[config.mk]
export PLATFORM = sky130hd
export DESIGN_NAME = flex_sensor_average_map_classify
export DESIGN_NICKNAME = d
export VERILOG_FILES = /design/src/hdl/fsamc_pkg.sv /design/src/hdl/fsamc_divider.sv /design/src/hdl/fsamc_map.sv /design/src/hdl/flex_sensor_average_map_classify.sv
export SDC_FILE = /design/constraint.sdc
export NUM_CORES = 1
export LEC_CHECK = 0
export CORE_MARGIN = 2
export CORE_UTILIZATION = 45
export CTS_BUF_LIST = sky130_fd_sc_hd__clkbuf_4
export CTS_CLUSTER_SIZE = 12
export DETAILED_ROUTE_END_ITERATION = 10
export DONT_BUFFER_PORTS = 1
export GPL_TIMING_DRIVEN = 0
export SKIP_CTS_REPAIR_TIMING = 1
export SYNTH_ARGS = -nofsm -noshare
export SYNTH_HDL_FRONTEND = slang
export SYNTH_SLANG_ARGS = --single-unit
export TNS_END_PERCENT = 50
[constraint.sdc]
create_clock -name i_clk -period 11 [get_ports i_clk]
set_input_delay 2.2 -clock i_clk [delete_from_list [all_inputs] [get_ports i_clk]]
set_output_delay 2.2 -clock i_clk [all_outputs]
set_load 0.03 [all_outputs]
[src/hdl/fsamc_pkg.sv]
// Package for the flex sensor averager: widths, register indexes, reset values,
// indicator codes and the structs passed between the map logic and the top level.
// No dependencies.
`timescale 1ns / 1ps

package fsamc_pkg;

    localparam int SAMPLES_PER_MEAN_DEF = 20;
    localparam int SAMPLE_BITS_DEF      = 12;

    localparam int CFG_W     = 12;
    localparam int CFG_IDX_W = 4;
    localparam int ANGLE_W   = 8;
    localparam int MEAN_W    = 16;
    localparam int NUM_W     = 20;
    localparam int IND_W     = 2;

    localparam logic [ANGLE_W-1:0] ANGLE_FULL = 8'd180;
    localparam logic [ANGLE_W-1:0] NO_ANGLE   = 8'd255;

    localparam logic [CFG_IDX_W-1:0] CFG_STRAIGHT = 4'd0;
    localparam logic [CFG_IDX_W-1:0] CFG_BENT     = 4'd1;
    localparam logic [CFG_IDX_W-1:0] CFG_GREEN    = 4'd2;
    localparam logic [CFG_IDX_W-1:0] CFG_YELLOW   = 4'd3;

    localparam logic [CFG_W-1:0] STRAIGHT_RST = 12'd3000;
    localparam logic [CFG_W-1:0] BENT_RST     = 12'd2723;
    localparam logic [CFG_W-1:0] GREEN_RST    = 12'd2910;
    localparam logic [CFG_W-1:0] YELLOW_RST   = 12'd2790;

    localparam logic [IND_W-1:0] IND_RED    = 2'd0;
    localparam logic [IND_W-1:0] IND_YELLOW = 2'd1;
    localparam logic [IND_W-1:0] IND_GREEN  = 2'd2;

    typedef struct packed {
        logic [CFG_W-1:0] straight_level;
        logic [CFG_W-1:0] bent_level;
        logic [CFG_W-1:0] green_threshold;
        logic [CFG_W-1:0] yellow_threshold;
    } t_cfg;

    typedef struct packed {
        logic             zero_span;
        logic [NUM_W-1:0] numerator;
        logic [CFG_W-1:0] divisor;
        logic [IND_W-1:0] indicator;
    } t_map;

endpackage

[src/hdl/fsamc_divider.sv]
// Shared restoring divider, one quotient bit per cycle, unsigned operands.
// Used for both the block mean and the angle map. Depends on nothing.
`timescale 1ns / 1ps

module fsamc_divider #(
    parameter int DVD_W = 20,
    parameter int DVS_W = 12
) (
    input  logic             i_clk,
    input  logic             i_rst_n,
    input  logic             i_start,
    input  logic [DVD_W-1:0] i_dividend,
    input  logic [DVS_W-1:0] i_divisor,
    output logic             o_done,
    output logic [DVD_W-1:0] o_quotient
);

    localparam int CNT_W = $clog2(DVD_W);

    logic             r_busy;
    logic             r_done;
    logic [CNT_W-1:0] r_cnt;
    logic [DVS_W-1:0] r_rem;
    logic [DVS_W-1:0] r_dvs;
    logic [DVD_W-1:0] r_quo;

    logic [DVS_W:0]   w_shift;
    logic             w_ge;
    logic [DVS_W-1:0] w_rem_next;

    assign w_shift    = {r_rem, r_quo[DVD_W-1]};
    assign w_ge       = (w_shift >= {1'b0, r_dvs});
    assign w_rem_next = w_ge ? DVS_W'(w_shift - {1'b0, r_dvs}) : w_shift[DVS_W-1:0];

    always_ff @(posedge i_clk) begin
        if (!i_rst_n) begin
            r_busy <= 1'b0;
            r_done <= 1'b0;
            r_cnt  <= '0;
        end else begin
            r_done <= 1'b0;
            if (i_start) begin
                r_busy <= 1'b1;
                r_cnt  <= CNT_W'(DVD_W - 1);
                r_rem  <= '0;
                r_dvs  <= i_divisor;
                r_quo  <= i_dividend;
            end else if (r_busy) begin
                r_rem <= w_rem_next;
                r_quo <= {r_quo[DVD_W-2:0], w_ge};
                r_cnt <= r_cnt - 1'b1;
                if (r_cnt == '0) begin
                    r_busy <= 1'b0;
                    r_done <= 1'b1;
                end
            end
        end
    end

    assign o_done     = r_done;
    assign o_quotient = r_quo;

endmodule

[src/hdl/fsamc_map.sv]
// Clamp of the mean to the calibration span, angle numerator and divisor
// magnitudes, and the three-level indicator. Depends on fsamc_pkg.
`timescale 1ns / 1ps

module fsamc_map
    import fsamc_pkg::*;
(
    input  logic [MEAN_W-1:0] i_mean,
    input  t_cfg              i_cfg,
    output t_map              o_map
);

    logic [CFG_W-1:0] w_lo;
    logic [CFG_W-1:0] w_hi;
    logic [CFG_W-1:0] w_clamp;
    logic [CFG_W-1:0] w_dist;
    logic [NUM_W-1:0] w_dist_x;

    always_comb begin
        w_lo = (i_cfg.straight_level < i_cfg.bent_level) ? i_cfg.straight_level
                                                           : i_cfg.bent_level;
        w_hi = (i_cfg.straight_level < i_cfg.bent_level) ? i_cfg.bent_level
                                                           : i_cfg.straight_level;
        if (i_mean < MEAN_W'(w_lo)) begin
            w_clamp = w_lo;
        end else if (i_mean > MEAN_W'(w_hi)) begin
            w_clamp = w_hi;
        end else begin
            w_clamp = i_mean[CFG_W-1:0];
        end

        // clamped value and span lie on the same side of straight, so the
        // quotient is never negative and magnitudes give the truncated result
        w_dist = (w_clamp >= i_cfg.straight_level) ? (w_clamp - i_cfg.straight_level)
                                                   : (i_cfg.straight_level - w_clamp);
        w_dist_x = NUM_W'(w_dist);

        o_map.zero_span = (i_cfg.straight_level == i_cfg.bent_level);
        // times 180 = 128 + 32 + 16 + 4
        o_map.numerator = (w_dist_x << 7) + (w_dist_x << 5) + (w_dist_x << 4)
                        + (w_dist_x << 2);
        o_map.divisor   = w_hi - w_lo;

        if (i_mean >= MEAN_W'(i_cfg.green_threshold)) begin
            o_map.indicator = IND_GREEN;
        end else if (i_mean >= MEAN_W'(i_cfg.yellow_threshold)) begin
            o_map.indicator = IND_YELLOW;
        end else begin
            o_map.indicator = IND_RED;
        end
    end

endmodule

[src/hdl/flex_sensor_average_map_classify.sv]
// Top level of the flex sensor averager: sample accumulator, sequencer around
// the shared divider, config registers and output register.
// Depends on fsamc_pkg, fsamc_divider and fsamc_map.
//
// Input channel i_valid / i_sample / o_stall carries one raw ADC sample per item.
// Output channel o_valid / o_* fields / i_stall carries one result per
// SAMPLES_PER_MEAN input items. Config port i_cfg_valid / i_cfg_index /
// i_cfg_data / o_cfg_ready writes straight, bent, green, yellow (index 0..3);
// other indexes are ignored. o_cfg_ready is always high.
// An item that does not close a block is accepted whenever the sequencer is idle. The item that
// closes a block runs the shared divider twice, one quotient bit per cycle over
// DIV_W bits (20 at the defaults): the sum by SAMPLES_PER_MEAN, then the scaled
// offset by the calibration span. The second pass is skipped when the calibration
// levels are equal. o_valid rises once the S_DONE state has loaded the output
// register; o_stall is high from acceptance until then.
// A finished result sits in the output register while the next block
// accumulates; only the item that closes the next block waits for it to be taken.
// Reset clears the sum, count and output valid, loads the default calibration
// and marks the previous angle as absent, so the first result shows a change.
`timescale 1ns / 1ps

module flex_sensor_average_map_classify
    import fsamc_pkg::*;
#(
    parameter int SAMPLES_PER_MEAN = SAMPLES_PER_MEAN_DEF,
    parameter int SAMPLE_BITS      = SAMPLE_BITS_DEF
) (
    input  logic                   i_clk,
    input  logic                   i_rst_n,
    input  logic                   i_valid,
    input  logic [SAMPLE_BITS-1:0] i_sample,
    output logic                   o_stall,
    output logic                   o_valid,
    output logic [CFG_W-1:0]       o_mean_level,
    output logic [ANGLE_W-1:0]     o_bend_angle,
    output logic [ANGLE_W-1:0]     o_servo_command,
    output logic                   o_angle_changed,
    output logic [IND_W-1:0]       o_indicator,
    input  logic                   i_stall,
    input  logic                   i_cfg_valid,
    input  logic [CFG_IDX_W-1:0]   i_cfg_index,
    input  logic [CFG_W-1:0]       i_cfg_data,
    output logic                   o_cfg_ready
);

    localparam int CNT_W = $clog2(SAMPLES_PER_MEAN + 1);
    localparam int SUM_W = SAMPLE_BITS + CNT_W;
    localparam int DIV_W = (SUM_W > NUM_W) ? SUM_W : NUM_W;
    localparam logic [CNT_W-1:0] LAST_COUNT = CNT_W'(SAMPLES_PER_MEAN - 1);

    typedef enum logic [2:0] {
        S_IDLE,
        S_MEAN,
        S_MAP,
        S_ANGLE,
        S_DONE
    } t_state;

    t_state             r_state;
    t_cfg               r_cfg;
    logic [SUM_W-1:0]   r_sum;
    logic [CNT_W-1:0]   r_count;
    logic [MEAN_W-1:0]  r_mean;
    logic [ANGLE_W-1:0] r_angle;
    logic [ANGLE_W-1:0] r_prev_angle;
    logic               r_div_start;
    logic [DIV_W-1:0]   r_div_dvd;
    logic [CFG_W-1:0]   r_div_dvs;

    logic               r_out_valid;
    logic [CFG_W-1:0]   r_out_mean;
    logic [ANGLE_W-1:0] r_out_angle;
    logic [ANGLE_W-1:0] r_out_servo;
    logic               r_out_changed;
    logic [IND_W-1:0]   r_out_ind;

    logic               w_in_accept;
    logic [SUM_W-1:0]   w_sum_next;
    logic               w_div_done;
    logic [DIV_W-1:0]   w_div_quo;
    t_map               w_map;

    assign o_stall     = !((r_state == S_IDLE) && ((r_count != LAST_COUNT) || !r_out_valid));
    assign w_in_accept = i_valid && !o_stall;
    assign w_sum_next  = r_sum + SUM_W'(i_sample);

    fsamc_divider #(
        .DVD_W (DIV_W),
        .DVS_W (CFG_W)
    ) u_div (
        .i_clk      (i_clk),
        .i_rst_n    (i_rst_n),
        .i_start    (r_div_start),
        .i_dividend (r_div_dvd),
        .i_divisor  (r_div_dvs),
        .o_done     (w_div_done),
        .o_quotient (w_div_quo)
    );

    fsamc_map u_map (
        .i_mean (r_mean),
        .i_cfg  (r_cfg),
        .o_map  (w_map)
    );

    always_ff @(posedge i_clk) begin
        if (!i_rst_n) begin
            r_state                <= S_IDLE;
            r_cfg.straight_level   <= STRAIGHT_RST;
            r_cfg.bent_level       <= BENT_RST;
            r_cfg.green_threshold  <= GREEN_RST;
            r_cfg.yellow_threshold <= YELLOW_RST;
            r_sum                  <= '0;
            r_count                <= '0;
            r_prev_angle           <= NO_ANGLE;
            r_div_start            <= 1'b0;
            r_out_valid            <= 1'b0;
        end else begin
            r_div_start <= 1'b0;

            if (i_cfg_valid) begin
                unique case (i_cfg_index)
                    CFG_STRAIGHT: r_cfg.straight_level   <= i_cfg_data;
                    CFG_BENT:     r_cfg.bent_level       <= i_cfg_data;
                    CFG_GREEN:    r_cfg.green_threshold  <= i_cfg_data;
                    CFG_YELLOW:   r_cfg.yellow_threshold <= i_cfg_data;
                    default: ;
                endcase
            end

            // drop the result once taken
            if (r_out_valid && !i_stall) begin
                r_out_valid <= 1'b0;
            end

            unique case (r_state)
                S_IDLE: begin
                    if (w_in_accept) begin
                        if (r_count == LAST_COUNT) begin
                            r_sum       <= '0;
                            r_count     <= '0;
                            r_div_dvd   <= DIV_W'(w_sum_next);
                            r_div_dvs   <= CFG_W'(SAMPLES_PER_MEAN);
                            r_div_start <= 1'b1;
                            r_state     <= S_MEAN;
                        end else begin
                            r_sum   <= w_sum_next;
                            r_count <= r_count + 1'b1;
                        end
                    end
                end
                S_MEAN: begin
                    if (w_div_done) begin
                        r_mean  <= MEAN_W'(w_div_quo[SAMPLE_BITS-1:0]);
                        r_state <= S_MAP;
                    end
                end
                S_MAP: begin
                    if (w_map.zero_span) begin
                        r_angle <= '0;
                        r_state <= S_DONE;
                    end else begin
                        r_div_dvd   <= DIV_W'(w_map.numerator);
                        r_div_dvs   <= w_map.divisor;
                        r_div_start <= 1'b1;
                        r_state     <= S_ANGLE;
                    end
                end
                S_ANGLE: begin
                    if (w_div_done) begin
                        r_angle <= w_div_quo[ANGLE_W-1:0];
                        r_state <= S_DONE;
                    end
                end
                S_DONE: begin
                    r_out_mean    <= r_mean[CFG_W-1:0];
                    r_out_angle   <= r_angle;
                    r_out_servo   <= ANGLE_FULL - r_angle;
                    r_out_changed <= (r_angle != r_prev_angle);
                    r_out_ind     <= w_map.indicator;
                    r_prev_angle  <= r_angle;
                    r_out_valid   <= 1'b1;
                    r_state       <= S_IDLE;
                end
                default: r_state <= S_IDLE;
            endcase
        end
    end

    assign o_valid         = r_out_valid;
    assign o_mean_level    = r_out_mean;
    assign o_bend_angle    = r_out_angle;
    assign o_servo_command = r_out_servo;
    assign o_angle_changed = r_out_changed;
    assign o_indicator     = r_out_ind;
    assign o_cfg_ready     = 1'b1;

endmodule

==> impl.org <==
** Setup path
- CP Launch Type :: flip-flop
- By startpoint and endpoint, the worst setup path is classified as reg -> reg.
- In this run the worst path has a maximum fanout of 10.
- For this run, the slowest stage of the critical path takes 0.50 ns.
- At the worst endpoint, the arrival time is about 11 ns.
- Worst Path Required :: 11.41 ns
- Standard cell with the maximum stage delay on the critical path :: fa_1
- The worst setup path is captured at a flip-flop.
- Cell occurring most often along the worst timing path :: a21oi_1

** Synthesis
- Cell Area, Synth :: 13900 um2
- Summing the areas of all compound-gate instances in the mapped netlist gives 16.8% of the synthesized area.
- During synthesis, Yosys emitted a total of 0 warnings.
- Register bit count reported by yosys :: between 200 and 250
- Each instance of the synthesized netlist takes up on average approximately 9.5 um2.
- XOR/XNOR share of the synthesized area :: 4.60%
- When the netlist entered floorplanning its net count stood at between 1.5k and 2k.
- Yosys mapped a number of flops with a built-in enable equal to 126.
- The share of the Yosys chip area taken by registers is between 40% and 50%.
- Basic-gate share of the synthesized area counting and, or, nand and nor cells :: 14.2%
- The number of different library cells used by synthesis comes to 75.
- Instance count of the mapped netlist :: 1456
- Fraction of synthesis flops using an asynchronous set or reset pin :: 0%
- After synthesis, the largest family of logic cells by area is compound AO/OA/AOI/OAI gates.
- The portion of synthesized area spent on multiplexers is about 4.3%.
- Area share of fa/ha/maj cells after synthesis :: ~15%
- The most used flip-flop cell after synthesis is edfxtp_1.

** CTS
- No sink is reached through more buffers than the 3 on the longest clock path.
- TritonCTS built the clock tree.
- The clock reaches the later pin of the worst-skew pair after 0.72 ns.
- Clock tree synthesis selected as its root buffer the cell clkbuf_4.
- Inserted Clock Buffers :: 56
- CTS built an H-tree with a depth of 2.
- Clock transition at the registers of the reported paths :: ~0.06 ns
- Clock tree synthesis found a total of ~220 sinks.

** GRT
- Leftover overflow at the end of global routing :: 0
- GRT Overall Usage :: between 20 and 25%
- First-pass GRT wire length :: ~59000 um
- The number of antenna violations at the first check in global routing was 1.
- Largest net degree at the start of global routing :: 25
- Number of global-route vias before repair :: around 11k

** Timing
- The tightest hold path in the finished design has a slack of roughly 0.42 ns.
- Period Utilization, post-route :: 93.6%
- Timing would allow up to between 90 and 100 MHz.
- The smallest clock period supported by the final layout is computed as 10.30 ns.
- Worst-margin pin slew :: 1.24 ns
- The count of final hold-check violations is 0.
- The worst pin sits at a relative slew slack of about 17%.
- Setup violations remaining at the end of the flow were counted as 0.
- After layout, the worst setup slack is around 0.7 ns.
- The total count of max-transition violations in the final report came to 0.
- Worst Clk Skew :: about 0.05 ns
- Total negative setup slack :: 0 ns

** Power and ir drop
- VDD sags by at most 0.000812 V.
- For this design the static power due to leakage is around 6.3 nW.
- Dividing total power by cell area gives a power density of approximately 210 nW/um2.

** Floorplanning
- The floorplan step set the die height to about 180 um.
- In this run the core area contains 64 standard-cell rows.
- The die covers approximately 32000 um2.
- Effective utilization at floorplan :: 45.5%
- Measured along the x axis, the die boundary spans between 150 and 200 um.
- 67 I/O pins were placed.
- Core box area :: approximately 31000 um2

** Drt
- Drt drc :: 0
- Antenna Violating Nets Remaining :: 0
- Via density per instance :: 5.60
- DRC violation total after the first TritonRoute iteration :: 717
- For this block, the routed nets add up to roughly 37000 um of wire.
- The pre-antenna-repair detailed-routing pass consisted of 7 iterations.
- Across all layers, the routed design uses about 11k vias.
- Final routed wire length divided by cell count :: 19.0 um

** Layout
- In the final layout, the share of cells above drive strength 1 is a little over an eighth.
- After the last flow step, the layout net total stands at 1711.
- The library cell used most frequently in the layout, excluding fill and tap cells, is nand2_1.
- Relative to the synthesized area, the layout overhead comes to 10.8%.
- Counting the fill cells in the layout gives about 2.9k.
- The top cell types in the final layout, fill and taps aside, are nand2_1 (157), ha_1 (128), edfxtp_1 (126).

** Place
- Final estimated routing congestion in global placement :: between 0.9 and 1
- The HPWL after detailed placement is just under 30000 um.
- Dpl ws :: -1.31 ns
- Port-buffer cells :: 0

** Outcome
- Run status :: finished, final reports clean

** Flow run
- The tool flagged a number of max-cap violations equal to 0.

** Min path
- The tightest min-delay check is of the reg -> reg type.
## sequential cells by signal (all words and copies together), names as in the netlist, 7 cells and up
| register | flops |
|---|---|
| r_mean | 12 |
| r_sum | 17 |
| r_div_dvd | 20 |
| o_mean_level | 12 |
| o_servo_command | 7 |
| r_prev_angle | 8 |
| o_bend_angle | 8 |
| r_cfg | 48 |
| r_div_dvs | 12 |
| u_div.o_quotient | 20 |
| u_div.r_dvs | 12 |
| r_angle | 8 |
| u_div.r_rem | 12 |
## stage by stage
stage	util, %	std cells	instance area [um2]	total power, mW
after floorplan	-	1456	13900	2.24
after global placement	47.2	1852	14400	2.56
after detailed placement	47.5	1859	14500	2.60
after CTS	49.9	1963	15200	3.30
after global routing	50.5	1970	15400	3.60
final	50.5	1970	15400	3.30
## per-layer routing
layer  GRT usage, %  share of wire (%)  wire (um)  vias to the layer above
met5              0                  0          0                        -
met4           8.00                2.8       1050                        0
met3           3.87                5.5       2070                       59
met2           36.9                 46      17100                      319
met1           31.7                 46      17200                     5275
li1               -                  -          -                     5380
## path summary, 6_finish.rpt
kind                 from        endpoint  slack, ns  cells after the start
max reg2reg     r_cfg[31]   r_div_dvd[18]       0.70                     49
min reg2reg  r_div_dvs[3]  u_div.r_dvs[3]       0.42                      0
min          r_div_dvs[3]  u_div.r_dvs[3]       0.42                      0
max             r_cfg[31]   r_div_dvd[18]       0.70                     49
## kinds of logic after synthesis
logic type	after synthesis
buffers and inverters	182
multiplexers	53
other	1
AND/OR/NAND/NOR	424
XOR/XNOR	73
flip-flops	216
AO/OA/AOI/OAI	356
adder cells (fa/ha/maj)	151
## cells in the mapped netlist, drive strengths merged, types with 3 or more instances
library cell | n | area (um2)
or2 | 5 | 31.3
a21o | 31 | 233
inv | 124 | 465
a211oi | 16 | 158
o31ai | 3 | 32.5
a31oi | 13 | 81.3
nor2 | 96 | 360
mux2 | 38 | 447
mux2i | 15 | 150
and3 | 6 | 42.5
and2 | 28 | 175
clkbuf | 42 | 158
nor2b | 18 | 113
nand3 | 37 | 185
o21bai | 7 | 52.6
o41ai | 3 | 26.3
a2111oi | 7 | 80.1
nor4 | 9 | 56.3
a31o | 4 | 35.0
fa | 19 | 380
a21boi | 7 | 52.6
a22oi | 7 | 52.6
nand2b | 8 | 50.1
ha | 132 | 1650
buf | 16 | 97.6
xor2 | 38 | 333
xnor2 | 35 | 307
a2bb2oi | 3 | 26.3
o21a | 11 | 82.6
o21ai | 67 | 335
nand4 | 13 | 87.6
a21oi | 116 | 588
or3 | 7 | 43.8
a221o | 3 | 30.0
o211ai | 40 | 300
dfxtp | 90 | 1800
edfxtp | 126 | 3780
nand2 | 159 | 607
a211o | 3 | 26.3
nor3 | 28 | 145
a221oi | 4 | 35.0
## power breakdown
part	switching (mW)	internal [mW]
sequential	0.00783	0.860
clock	0.336	0.357
combinational	0.981	0.755
## cell type report
cell class                      count  area [um2]  share of cell area, %
Clock buffer                       86         646                   4.19
Clock inverter                     18        82.6                  0.536
Tap cell                          396         495                   3.22
Timing Repair Buffer               15         144                  0.935
Buffer                             56         273                   1.77
Inverter                          124         465                   3.02
Sequential cell                   216        5590                   36.3
Multi-Input combinational cell   1058        7690                   50.0
Antenna cell                        1        2.50                 0.0163
## critical path: cells and delay by family (launching register included)
family | cells | cell delay [ns]
compound gates | 23 | 4.07
flops | 1 | 0.41
buf+inv | 9 | 1.56
fa+ha+maj | 6 | 2.26
simple gates | 8 | 1.03
xor+xnor | 3 | 0.61
Power figures use the tool's default switching activity.
